===== src/rtl/core/rse_pkg.sv =====
// Shared types, codes and helpers for the RPN stack evaluator.
package rse_pkg;

   localparam int DATA_W              = 32;
   localparam int OP_W                = 3;
   localparam int DEPTH_W             = 5;
   localparam int STATUS_W            = 2;
   localparam int STACK_DEPTH_DEFAULT = 16;

   localparam logic [OP_W-1:0] OP_PUSH = 3'd0;
   localparam logic [OP_W-1:0] OP_ADD  = 3'd1;
   localparam logic [OP_W-1:0] OP_SUB  = 3'd2;
   localparam logic [OP_W-1:0] OP_MUL  = 3'd3;
   localparam logic [OP_W-1:0] OP_DIV  = 3'd4;
   localparam logic [OP_W-1:0] OP_MOD  = 3'd5;
   localparam logic [OP_W-1:0] OP_ABS  = 3'd6;
   localparam logic [OP_W-1:0] OP_DUP  = 3'd7;

   localparam logic [STATUS_W-1:0] STATUS_OK    = 2'd0;
   localparam logic [STATUS_W-1:0] STATUS_UNDER = 2'd1;
   localparam logic [STATUS_W-1:0] STATUS_OVER  = 2'd2;
   localparam logic [STATUS_W-1:0] STATUS_DIVZ  = 2'd3;

   typedef struct packed {
      logic [OP_W-1:0]          op;
      logic signed [DATA_W-1:0] value;
   } req_type;

   typedef struct packed {
      logic signed [DATA_W-1:0] top_value;
      logic [DEPTH_W-1:0]       depth;
      logic [STATUS_W-1:0]      status;
   } rsp_type;

   // two's complement magnitude, wraps for the most negative value
   function automatic logic [DATA_W-1:0] mag(input logic [DATA_W-1:0] x);
      mag = x[DATA_W-1] ? (DATA_W'(0) - x) : x;
   endfunction

endpackage


===== src/rtl/core/rse_stream_if.sv =====
// Valid/ready stream interface with a typed payload.
interface rse_stream_if #(parameter type payload_type = logic);
   logic        valid;
   logic        ready;
   payload_type payload;

   modport source (output valid, output payload, input ready);
   modport sink   (input valid, input payload, output ready);
endinterface


===== src/rtl/core/rse_divider.sv =====
// Signed restoring divider, one quotient bit per cycle.
module rse_divider import rse_pkg::*; (
   input  logic              clock,
   input  logic              reset,
   input  logic              start,
   input  logic [DATA_W-1:0] dividend,
   input  logic [DATA_W-1:0] divisor,
   output logic              done,
   output logic [DATA_W-1:0] quotient,
   output logic [DATA_W-1:0] remainder
);

   localparam int CNT_W = $clog2(DATA_W + 1);

   logic              busy_ff;
   logic [CNT_W-1:0]  count_ff;
   logic [DATA_W-1:0] rem_ff;
   logic [DATA_W-1:0] quo_ff;
   logic [DATA_W-1:0] dvsr_ff;
   logic              qneg_ff;
   logic              rneg_ff;

   logic [DATA_W:0] rem_shift;
   logic [DATA_W:0] diff;
   logic            fits;

   assign rem_shift = {rem_ff, quo_ff[DATA_W-1]};
   assign diff      = rem_shift - {1'b0, dvsr_ff};
   assign fits      = !diff[DATA_W];

   always_ff @(posedge clock) begin
      if (reset) begin
         busy_ff  <= 1'b0;
         count_ff <= '0;
      end else if (start) begin
         busy_ff  <= 1'b1;
         count_ff <= CNT_W'(DATA_W);
      end else if (busy_ff && count_ff != '0) begin
         count_ff <= count_ff - CNT_W'(1);
      end
   end

   always_ff @(posedge clock) begin
      if (start) begin
         rem_ff  <= '0;
         quo_ff  <= mag(dividend);
         dvsr_ff <= mag(divisor);
         qneg_ff <= dividend[DATA_W-1] ^ divisor[DATA_W-1];
         rneg_ff <= dividend[DATA_W-1];
      end else if (busy_ff && count_ff != '0) begin
         rem_ff <= fits ? diff[DATA_W-1:0] : rem_shift[DATA_W-1:0];
         quo_ff <= {quo_ff[DATA_W-2:0], fits};
      end
   end

   assign done      = busy_ff && (count_ff == '0);
   assign quotient  = qneg_ff ? (DATA_W'(0) - quo_ff) : quo_ff;
   assign remainder = rneg_ff ? (DATA_W'(0) - rem_ff) : rem_ff;

endmodule


===== src/rtl/core/rpn_stack_evaluator_core.sv =====
// Top level of the RPN stack evaluator: stack memory, control and result register.
//
// Reverse Polish integer evaluator. Each request transfer carries one operation
// (push, add, sub, mul, div, mod, abs, dup) and yields exactly one response
// transfer with the new top of stack, the depth and a status code. The stack
// lives in a STACK_DEPTH x 32 synchronous RAM; a copy of the top entry is held
// in a register, so push, dup, abs and every error case finish in the cycle the
// request is taken. Add, sub and mul need the second operand from the registered
// RAM read and finish in the EXEC state once the response register is free. Div
// and mod run on a bit-serial divider: RAM read, divider load, one iteration per
// quotient bit, write-back. A new request is taken as soon as the previous one
// is finished and the response register is empty or being drained. The stack
// RAM is not cleared after reset; entries above the top are never read.
module rpn_stack_evaluator_core import rse_pkg::*; #(
   parameter int STACK_DEPTH = STACK_DEPTH_DEFAULT
) (
   input logic          clock,
   input logic          reset,
   rse_stream_if.sink   req_chan,
   rse_stream_if.source rsp_chan
);

   localparam int AW  = $clog2(STACK_DEPTH);
   localparam int SPW = $clog2(STACK_DEPTH + 1);
   localparam logic [SPW-1:0] SP_FULL = SPW'(STACK_DEPTH);

   localparam logic [1:0] ST_IDLE = 2'd0;
   localparam logic [1:0] ST_EXEC = 2'd1;
   localparam logic [1:0] ST_DIV  = 2'd2;

   // state
   logic [1:0]        state_ff, state_in;
   logic [SPW-1:0]    sp_ff, sp_in;
   logic [DATA_W-1:0] tos_ff, tos_in;
   logic [OP_W-1:0]   op_ff, op_in;
   logic              rsp_valid_ff;
   rsp_type           rsp_data_ff, rsp_in;
   logic              rsp_load;

   // stack RAM
   logic [DATA_W-1:0] stack_mem_ff [STACK_DEPTH];
   logic [DATA_W-1:0] rd_data_ff;
   logic              mem_we, mem_re;
   logic [AW-1:0]     mem_waddr, mem_raddr;
   logic [DATA_W-1:0] mem_wdata;

   // datapath
   logic                req_fire, out_free, finish;
   logic [DATA_W-1:0]   prod_w;
   logic [DATA_W-1:0]   alu_res, div_res, pop_res;
   logic                div_start, div_done;
   logic [DATA_W-1:0]   div_quo, div_rem;
   logic [OP_W-1:0]     req_op;
   logic [DATA_W-1:0]   req_value;
   logic [DATA_W-1:0]   tos_mag;

   assign out_free       = !rsp_valid_ff || rsp_chan.ready;
   assign req_chan.ready = (state_ff == ST_IDLE) && out_free;
   assign req_fire       = req_chan.valid && req_chan.ready;
   assign req_op         = req_chan.payload.op;
   assign req_value      = req_chan.payload.value;
   assign tos_mag        = mag(tos_ff);

   // a is the RAM read (entry sp-2), b is the cached top; low word only
   assign prod_w = rd_data_ff * tos_ff;

   always_comb begin
      case (op_ff)
         OP_ADD:  alu_res = rd_data_ff + tos_ff;
         OP_SUB:  alu_res = rd_data_ff - tos_ff;
         default: alu_res = prod_w;
      endcase
   end

   assign div_res = (op_ff == OP_MOD) ? div_rem : div_quo;
   assign pop_res = (state_ff == ST_DIV) ? div_res : alu_res;

   rse_divider u_div (
      .clock     (clock),
      .reset     (reset),
      .start     (div_start),
      .dividend  (rd_data_ff),
      .divisor   (tos_ff),
      .done      (div_done),
      .quotient  (div_quo),
      .remainder (div_rem)
   );

   always_comb begin
      state_in  = state_ff;
      sp_in     = sp_ff;
      tos_in    = tos_ff;
      op_in     = op_ff;
      mem_we    = 1'b0;
      mem_waddr = AW'(sp_ff);
      mem_wdata = req_value;
      mem_re    = 1'b0;
      mem_raddr = AW'(sp_ff - SPW'(2));
      div_start = 1'b0;
      finish    = 1'b0;
      rsp_load  = 1'b0;
      rsp_in.status    = STATUS_OK;
      rsp_in.depth     = DEPTH_W'(sp_ff);
      rsp_in.top_value = (sp_ff == '0) ? '0 : tos_ff;

      case (state_ff)
         ST_IDLE: begin
            if (req_fire) begin
               op_in    = req_op;
               rsp_load = 1'b1;
               case (req_op)
                  OP_PUSH: begin
                     if (sp_ff == SP_FULL) begin
                        rsp_in.status = STATUS_OVER;
                     end else begin
                        mem_we    = 1'b1;
                        mem_wdata = req_value;
                        tos_in    = req_value;
                        sp_in     = sp_ff + SPW'(1);
                        rsp_in.depth     = DEPTH_W'(sp_ff + SPW'(1));
                        rsp_in.top_value = req_value;
                     end
                  end
                  OP_DUP: begin
                     if (sp_ff == '0) begin
                        rsp_in.status = STATUS_UNDER;
                     end else if (sp_ff == SP_FULL) begin
                        rsp_in.status = STATUS_OVER;
                     end else begin
                        mem_we    = 1'b1;
                        mem_wdata = tos_ff;
                        sp_in     = sp_ff + SPW'(1);
                        rsp_in.depth = DEPTH_W'(sp_ff + SPW'(1));
                     end
                  end
                  OP_ABS: begin
                     if (sp_ff == '0) begin
                        rsp_in.status = STATUS_UNDER;
                     end else begin
                        mem_we    = 1'b1;
                        mem_waddr = AW'(sp_ff - SPW'(1));
                        mem_wdata = tos_mag;
                        tos_in    = tos_mag;
                        rsp_in.top_value = tos_mag;
                     end
                  end
                  default: begin
                     // binary ops: fetch a, result comes later
                     if (sp_ff < SPW'(2)) begin
                        rsp_in.status = STATUS_UNDER;
                     end else if ((req_op inside {OP_DIV, OP_MOD}) && tos_ff == '0) begin
                        rsp_in.status = STATUS_DIVZ;
                     end else begin
                        rsp_load = 1'b0;
                        mem_re   = 1'b1;
                        state_in = ST_EXEC;
                     end
                  end
               endcase
            end
         end
         ST_EXEC: begin
            if (op_ff inside {OP_DIV, OP_MOD}) begin
               div_start = 1'b1;
               state_in  = ST_DIV;
            end else if (out_free) begin
               finish = 1'b1;
            end
         end
         ST_DIV: begin
            if (div_done && out_free) begin
               finish = 1'b1;
            end
         end
         default: begin
            state_in = ST_IDLE;
         end
      endcase

      // pop two, push result at sp-2
      if (finish) begin
         mem_we    = 1'b1;
         mem_waddr = AW'(sp_ff - SPW'(2));
         mem_wdata = pop_res;
         tos_in    = pop_res;
         sp_in     = sp_ff - SPW'(1);
         state_in  = ST_IDLE;
         rsp_load  = 1'b1;
         rsp_in.status    = STATUS_OK;
         rsp_in.depth     = DEPTH_W'(sp_ff - SPW'(1));
         rsp_in.top_value = pop_res;
      end
   end

   always_ff @(posedge clock) begin
      if (mem_we) begin
         stack_mem_ff[mem_waddr] <= mem_wdata;
      end
      if (mem_re) begin
         rd_data_ff <= stack_mem_ff[mem_raddr];
      end
   end

   always_ff @(posedge clock) begin
      if (reset) begin
         state_ff     <= ST_IDLE;
         sp_ff        <= '0;
         rsp_valid_ff <= 1'b0;
      end else begin
         state_ff <= state_in;
         sp_ff    <= sp_in;
         if (rsp_load) begin
            rsp_valid_ff <= 1'b1;
         end else if (rsp_chan.ready) begin
            rsp_valid_ff <= 1'b0;
         end
      end
   end

   always_ff @(posedge clock) begin
      tos_ff <= tos_in;
      op_ff  <= op_in;
      if (rsp_load) begin
         rsp_data_ff <= rsp_in;
      end
   end

   assign rsp_chan.valid   = rsp_valid_ff;
   assign rsp_chan.payload = rsp_data_ff;

   // stack pointer never passes the RAM size
   a_sp_bound: assert property (@(posedge clock) disable iff (reset)
      sp_ff <= SP_FULL)
      else $error("stack pointer beyond depth");

   // a response is only loaded when the output register can take it
   a_load_free: assert property (@(posedge clock) disable iff (reset)
      rsp_load |-> out_free)
      else $error("response overwritten before transfer");

   // binary op in flight always has two operands
   a_exec_operands: assert property (@(posedge clock) disable iff (reset)
      (state_ff == ST_EXEC) |-> (sp_ff >= SPW'(2)))
      else $error("binary op started with fewer than two entries");

   // divider is never started with a zero divisor
   a_div_nonzero: assert property (@(posedge clock) disable iff (reset)
      div_start |-> (tos_ff != '0))
      else $error("divider started with zero divisor");

   // the stack pointer holds while a divide runs
   a_div_sp_hold: assert property (@(posedge clock) disable iff (reset)
      (state_ff == ST_DIV && !finish) |=> $stable(sp_ff))
      else $error("stack pointer moved during divide");

endmodule


===== src/flat_wrapper.sv =====
// flat-port wrapper written by rule: the top's interface ports become plain ports
module rpn_stack_evaluator_core_flat import rse_pkg::*;
#(
   parameter int STACK_DEPTH = STACK_DEPTH_DEFAULT
)
  (clock, reset, req_chan_valid, req_chan_payload, req_chan_ready, rsp_chan_valid, rsp_chan_payload, rsp_chan_ready);
  rse_stream_if #(.payload_type(req_type)) req_chan_i ();
  rse_stream_if #(.payload_type(rsp_type)) rsp_chan_i ();
  input logic clock;
  input logic reset;
  input wire logic [$bits(req_chan_i.valid)-1:0] req_chan_valid;
  input wire logic [$bits(req_chan_i.payload)-1:0] req_chan_payload;
  output wire logic [$bits(req_chan_i.ready)-1:0] req_chan_ready;
  output wire logic [$bits(rsp_chan_i.valid)-1:0] rsp_chan_valid;
  output wire logic [$bits(rsp_chan_i.payload)-1:0] rsp_chan_payload;
  input wire logic [$bits(rsp_chan_i.ready)-1:0] rsp_chan_ready;
  assign req_chan_i.valid = req_chan_valid;
  assign req_chan_i.payload = req_chan_payload;
  assign req_chan_ready = req_chan_i.ready;
  assign rsp_chan_valid = rsp_chan_i.valid;
  assign rsp_chan_payload = rsp_chan_i.payload;
  assign rsp_chan_i.ready = rsp_chan_ready;
  rpn_stack_evaluator_core #(.STACK_DEPTH(STACK_DEPTH)) u_core (.clock(clock), .reset(reset), .req_chan(req_chan_i), .rsp_chan(rsp_chan_i));
endmodule

===== config.mk =====
export PLATFORM = sky130hd
export DESIGN_NAME = rpn_stack_evaluator_core_flat
export DESIGN_NICKNAME = d
export VERILOG_FILES = /design/src/rtl/core/rse_pkg.sv /design/src/rtl/core/rse_stream_if.sv /design/src/rtl/core/rse_divider.sv /design/src/rtl/core/rpn_stack_evaluator_core.sv /design/src/flat_wrapper.sv
export SDC_FILE = /design/constraint.sdc
export NUM_CORES = 2
export LEC_CHECK = 0
export BUFFER_PORTS_ARGS = -buffer_cell sky130_fd_sc_hd__buf_2
export CAP_MARGIN = 20
export CORE_UTILIZATION = 40
export DETAILED_ROUTE_END_ITERATION = 8
export SLEW_MARGIN = 30
export SYNTH_ARGS = -nofsm -noshare
export SYNTH_HDL_FRONTEND = slang
export SYNTH_HIERARCHICAL = 1
export SYNTH_SLANG_ARGS = --single-unit

===== constraint.sdc =====
create_clock -name clock -period 25 [get_ports clock]
set_input_delay 3.75 -clock clock [delete_from_list [all_inputs] [get_ports clock]]
set_output_delay 3.75 -clock clock [all_outputs]
set_load 0.02 [all_outputs]

# After elaboration in Yosys (flattened, before gate mapping)
# Memory sizes are Yosys's and may differ from the RTL's. A register that Yosys moved wholly into a read port is not among the register bits.
# Cells that the tools add are included.
[totals] ramBits=512 elab_cells=167 input_bits=39 n_memories=1 register_bits=187
[classes] eq_ne=18 magnitude_cmp=1 mux=84 n_addsub=11 n_bitwise=4 n_mul=1 n_reduce_logical=31
[memory_table] name="u_core.stack_mem_ff" words=16 word_bits=32 rd=1 rd_clocked_by_memory_dff=1 write_ports=1 line="rpn_stack_evaluator_core.sv:41" rtl="logic [DATA_W-1:0] stack_mem_ff [STACK_DEPTH];"
[op_table] operator="32-bit two-way mux" count=22
[op_table] operator="32-bit case mux with 2 select lines" count=4
[op_table] operator="1-bit by 32-bit subtractor with 32-bit output, first input constant" count=4
[op_table] operator="39-bit two-way mux" count=3
[op_table] operator="37-bit two-way mux" count=1
[op_table] operator="33-bit by 32-bit subtractor with 33-bit output" count=1
[op_table] operator="32-bit adder" count=1
[op_table] operator="32-bit logical NOT" count=1
[op_table] operator="32-bit by 32-bit multiplier with 32-bit output" count=1
[op_table] operator="32-bit subtractor" count=1
[op_table] operator="1-bit two-way mux" count=27
[op_table] operator="5-bit two-way mux" count=5
[op_table] operator="4-bit two-way mux" count=5
[op_table] operator="5-bit case mux with 2 select lines" count=2
[op_table] operator="3-bit equality test, second input constant" count=6
[op_table] operator="2-bit two-way mux" count=9
[op_table] operator="6-bit two-way mux" count=2
[op_table] operator="2-bit case mux with 3 select lines" count=2
[op_table] operator="2-bit nonzero test" count=6
[op_table] operator="1-bit logical AND" count=6
[op_table] operator="6-bit logical NOT" count=1
[op_table] operator="2-bit inequality test, second input constant" count=3
[op_table] operator="3-bit by 2-bit inequality test with 1-bit output, second input constant" count=2
[op_table] operator="6-bit AND reduction" count=1
[op_table] operator="27 further kinds" count=34

# Depth between registers and ports, before layout
[depth] depth_word=10 depth_mapped=27 depth_no_buf=25

# Cells and area by module
# Netlist, hierarchy kept.
[modules_own_cells] module="rpn_stack_evaluator_core" seq_area_each_um2=18718.0 n_inst=1 cells_per_inst=3851 area_each_um2=45526.2
[modules_own_cells] module="rse_divider" seq_area_each_um2=2762.6 n_inst=1 cells_per_inst=993 area_each_um2=8423.1

# Least setup slack after synthesis
# OpenSTA, ideal clock, no wires.
[synth_timing] path_kind="reg-to-reg" startpoint="register u_core.tos_ff[6]" endpoint="memory u_core.stack_mem_ff[0][29] (data pin)" required_ns=24.618 n_path_buf=4 path_slack_ns=16.850 synth_period_minus_slack_ns=8.150 path_stages_with_launch=27 t_arrival_ns=7.768 cell_sequence="edfxtp_1 clkbuf_1 clkbuf_1 clkbuf_1 and2_1 fa_1 fa_1 fa_1 inv_1 fa_1 inv_1 fa_1 inv_1 fa_1 inv_1 fa_1 fa_1 ha_1 clkbuf_1 nand2_1 a21oi_1 or3b_2 a21o_1 o21ai_0 or4b_2 nand3_1 o221ai_1"
[synth_via] elab_chain_cells=7 elab_cells_between_ends=12 cone_classes="add/sub (3); mul (1); mux (8)"
[synth_lines] item="from (decl)" line="rpn_stack_evaluator_core.sv:34" rtl="logic [DATA_W-1:0] tos_ff, tos_in;"
[synth_lines] item="from (signal assigned)" line="rpn_stack_evaluator_core.sv:221" rtl="tos_ff <= tos_in;"
[synth_lines] item="branches (longest 6 deep; another with 32-bit by 32-bit multiplier with 32-bit output)"
[synth_lines] item="32-bit two-way mux (*)" line="rpn_stack_evaluator_core.sv:181" rtl="if (finish) begin"
[synth_lines] item="via u_core.mem_wdata[29]" line="rpn_stack_evaluator_core.sv:45" rtl="logic [DATA_W-1:0] mem_wdata;"
[synth_lines] item="to (decl)" line="rpn_stack_evaluator_core.sv:41"
# Mark *: on every way through the listed nets, which the timed path passes.

# Worst setup path after layout
[layout_timing] startpoint="register u_core.tos_ff[6]" endpoint="memory u_core.stack_mem_ff[10][24] (data pin)"
# Same word-level chain as after synthesis.

==> results.md <==
Timing:
- The maximum operating frequency is 0.112 GHz.
- The setup TNS is 0 ps.
- Setup repair after global routing left no endpoint under its margin.
- After layout, the worst path uses a little over a third of the clock period.
- The worst setup skew after layout is about 57 ps.
- The time the final worst path needs with I/O delays and setup is ~8900 ps.
- The worst slew slack as a fraction of its limit is between 20 and 30%.
- The count of endpoints failing setup in the final report is 0.
- The number of hold-slack violations in the final timing report is 0.
- The max-slew violation count was 0.
- The actual transition at the worst max-transition pin is roughly 1000 ps.

Floorplan:
- The area of the die is between 100000 and 150000 µm².
- The die boundary width is 369 µm.
- The number of rows created at floorplan is between 100 and 150.
- 80 I/O pins were placed.
- The starting density of the core is between 40% and 50%.
- The core footprint is ~130000 µm².
- The die is about 370 µm tall.

Critical path:
- The origin of the critical flop-to-flop path is u_core/tos_ff[6].
- The slowest stage of the critical path belongs to the cell sky130_fd_sc_hd__edfxtp_1.
- Along the worst path, the maximum fanout reaches 22.
- The setup slack on the worst flop-to-flop path is about 16000 ps.
- In this run the worst setup path terminates at u_core/stack_mem_ff[10][24].
- In this design, the stage delay of the slowest critical-path cell is between 700 and 800 ps.
- The most frequent cell on the critical path is sky130_fd_sc_hd__fa_1.
- The critical path's top delay family is adder cells.
- The required time of the critical path is around 25000 ps.
- The number of buffers and inverters on the critical path is 5.
- The signal on the critical path passes through buf_4 -> and2_1 -> fa_1 -> fa_1 -> inv_1 -> fa_1 -> fa_1 -> inv_1 -> ha_1 -> ha_1 -> fa_1 -> inv_1 -> fa_1 -> inv_1 -> ha_1 -> nand2_1 -> o21ai_0 -> a21oi_1 -> o21ai_0 -> a41oi_1 -> o21ai_0 -> xnor2_1 -> a221oi_1 -> a311o_1.
- The type of origin of the critical path is a flop.
- The worst setup path is captured at a flop.
- The number of cells on the worst reg-to-reg path is 24.
- The type of the worst setup path is reg2reg.
- STA puts the critical path data arrival time at between 9000 and 10000 ps.
- The critical path runs through a total of 24 cells.
- The worst setup path startpoint is u_core/tos_ff[6].
- In this run the critical register-to-register path is captured at u_core/stack_mem_ff[10][24].

Worst hold path:
- In this run the worst hold path is classified as reg2reg.

GRT:
- The first-pass GRT wire length is between 200000 and 300000 µm.
- The initial antenna violation count is 17.
- Entering global routing, the biggest net connects 90 pins.
- The via count of the first global-routing pass was about 38000.
- For this run the aggregate overflow at the end of global routing stands at 0.
- The global routing usage summed across all routing layers is between 20% and 30%.

Final layout:
- Leaving out fill and tap cells, the most frequent cell in the layout is sky130_fd_sc_hd__edfxtp_1.
- Relative to the synthesized area, the layout overhead comes to 9.91%.
- The count of filler cells inserted in the layout is ~12000.
- The multi-input combinational cells in the finished layout cover a total of approximately 30000 µm².
- In the layout the commonest cells are 684 x sky130_fd_sc_hd__edfxtp_1, 508 x sky130_fd_sc_hd__nand2_1, 491 x sky130_fd_sc_hd__inv_1.
- The register cell area after layout is between 20000 and 25000 µm².
- The net count of the finished layout is about 5500.
- The fraction of final layout cells with drive strength greater than 1 is 11.7%.

Detailed routing:
- In the routed design, unresolved DRC markers number 12.
- The post-detailed-route count of antenna-violating nets is 0.
- The via density per instance is just under 6.
- Dividing the detail-routed wire length by the instance count gives 25.5 µm.
- The detailed-router iteration count before antenna repair is 9.
- The final route contains approximately 40000 vias.
- The sum of routed wire length over all layers is ~170000 µm.
- The count of routing violations after the opening detailed-route iteration is slightly above 4000.

Synthesis:
- The post-synthesis cell area is ~54000 µm².
- The count of synthesis-stage warnings from yosys is 6.
- Synthesis produced a netlist with a net count of between 5000 and 6000.
- The instance count of the mapped netlist is just under 5000.
- The async set or reset register ratio after synthesis is 0%.
- The unique cell type count in the Yosys netlist is 87.
- The main flop type after synthesis is sky130_fd_sc_hd__edfxtp_1.
- In this run, synthesis produced a sequential element count of 731.
- The synthesized area per cell is ~11 µm².
- The synthesized design contains slightly below 700 enable-type register cells.
- The share of the Yosys chip area taken by registers is between 30% and 40%.

Pwr:
- The static power due to leakage is about 23 nW.
- Dividing total power by cell area gives a power density of around 140 nW/µm².
- The design draws approximately 8 mW.
- The worst-case vdd ir drop is ~0.25 mV.

Placement:
- The total of buffers placed on input and output ports is 79.
- The sum of net half-perimeters after detailed placement is around 120000 µm.
- The placer's final routability congestion estimate is 0.963.

Clock network:
- TritonCTS built the clock tree.
- Clock latency on the worst-skew pair, taken at its later pin, is 710 ps.
- The master cell of the clock root buffer is sky130_fd_sc_hd__clkbuf_16.
- The clock passes through at most 3 buffers.
- In this run, post-CTS hold repair placed 0 buffers.
- The post-CTS clock slew at the launch and capture registers of the worst setup and hold paths is about 60 ps.
- The H-tree was split into 3 levels.
- The CTS buffer count is 78.
- The number of buffers inserted by post-CTS setup repair is 0.
- The number of instances resized during post-cts repair is 0.
- The number of clock sinks seen by CTS is 731.

Outcome:
- The checks that failed: design-rule violations.
- The run finished, with violations left.

Flow run:
- Max-cap violations in this run came to 0.
## final cells by class
type                       instances  area share (%)
multi-input combinational       3327            50.2
sequential                       731            36.2
tap                             1768            3.73
clock buffer                      93            3.39
inverter                         491            3.11
timing repair buffer             214            2.41
clock inverter                    49           0.924
antenna                            5          0.0211
## cell families after synthesis
group,count (synthesis),share of synthesized area (%)
DFF,731,39.8
adders and majority gates,614,19.9
xor gates and xnor gates,318,5.19
AOI/OAI and AO/OA,854,10.1
muxes,184,7.13
buffers and inverters,786,5.49
and+or+nand+nor,1357,12.4
## per-stage QoR
| step | std cells | util [%] | setup slack [ps] | hold slack (ps) | area, µm² |
|---|---|---|---|---|---|
| 6_report | 6678 | 44.4 | 16100 | 513 | 59300 |
| 5_1_grt | 6673 | 44.4 | 15790 | 583 | 59300 |
| 4_1_cts | 6672 | 44.3 | 15870 | 516 | 59200 |
| 3_5_place_dp | 6530 | 42.4 | 15900 | 506 | 56700 |
| 3_3_place_gp | 6527 | 42.4 | 16050 | 505 | 56700 |
| 2_1_floorplan | 4844 | - | 16850 | 468 | 53900 |
## per-layer routing
layer | share of wire [%] | wire length [µm] | up-vias | track usage (%)
met5 | 0.080 | 136 | - | 0
met4 | 4.0 | 6840 | 20 | 9.68
met3 | 8.5 | 14400 | 339 | 4.66
met2 | 45 | 76400 | 1677 | 38.3
met1 | 42 | 72200 | 20000 | 34.6
li1 | - | - | 16900 | -
## worst min-delay path: cells and delay by family (launching register included)
family / cells / cell delay [ps]
flops: 1 / 330
simple gates: 2 / 140
## cell usage after synthesis (17+ instances only)
cell type	n	area (µm²)
sky130_fd_sc_hd__a211oi_1	26	195
sky130_fd_sc_hd__xnor2_1	192	1680
sky130_fd_sc_hd__edfxtp_1	684	20500
sky130_fd_sc_hd__and2_1	318	1990
sky130_fd_sc_hd__a31oi_1	31	194
sky130_fd_sc_hd__o21a_1	20	150
sky130_fd_sc_hd__or2_2	17	106
sky130_fd_sc_hd__inv_1	491	1840
sky130_fd_sc_hd__nand3_1	54	270
sky130_fd_sc_hd__a21o_1	55	413
sky130_fd_sc_hd__o41ai_1	24	210
sky130_fd_sc_hd__mux2i_1	22	220
sky130_fd_sc_hd__buf_1	22	82.6
sky130_fd_sc_hd__clkbuf_1	267	1000
sky130_fd_sc_hd__nor2_1	234	878
sky130_fd_sc_hd__xor2_1	125	1090
sky130_fd_sc_hd__nor3_1	53	265
sky130_fd_sc_hd__dfxtp_1	47	941
sky130_fd_sc_hd__o211ai_1	26	195
sky130_fd_sc_hd__a22oi_1	29	218
sky130_fd_sc_hd__o21ai_0	212	1060
sky130_fd_sc_hd__o31ai_1	62	465
sky130_fd_sc_hd__or4_1	22	165
sky130_fd_sc_hd__a21oi_1	238	1190
sky130_fd_sc_hd__nand2b_1	18	113
sky130_fd_sc_hd__ha_1	204	2550
sky130_fd_sc_hd__nand2_1	509	1910
sky130_fd_sc_hd__nand4_1	18	113
sky130_fd_sc_hd__or3_1	26	163
sky130_fd_sc_hd__fa_1	410	8210
sky130_fd_sc_hd__mux4_2	160	3600
## worst min-delay path by stage
stage / start / cells past startpoint / endpoint
final: u_core/u_div/busy_ff / 2 / u_core/u_div/busy_ff
after global routing: u_core/u_div/count_ff[1] / 2 / u_core/u_div/count_ff[1]
after CTS: u_core/u_div/busy_ff / 2 / u_core/u_div/busy_ff
after detailed placement: u_core/u_div/busy_ff / 2 / u_core/u_div/busy_ff
after global placement: u_core/u_div/busy_ff / 2 / u_core/u_div/busy_ff
after floorplan: u_core/u_div/busy_ff / 2 / u_core/u_div/busy_ff
## report_power, final
part           switching [mW]  leakage, nW  internal [mW]
clock network           0.520         1.23          0.639
logic                    3.50         14.9           2.05
registers              0.0763         6.60           1.42
total                    4.09         22.8           4.11
## sequential cells by signal, indices dropped and copies added (netlist names), 2 cells and up
signal / cells
u_core/stack_mem_ff: 512
u_core/rsp_chan.payload: 39
u_core/rd_data_ff: 32
u_core/tos_ff: 32
u_core/u_div/dvsr_ff: 32
u_core/u_div/quo_ff: 32
u_core/u_div/rem_ff: 32
u_core/u_div/count_ff: 6
u_core/sp_ff: 5
u_core/op_ff: 3
u_core/state_ff: 2
(Power assumes the default switching activity.)
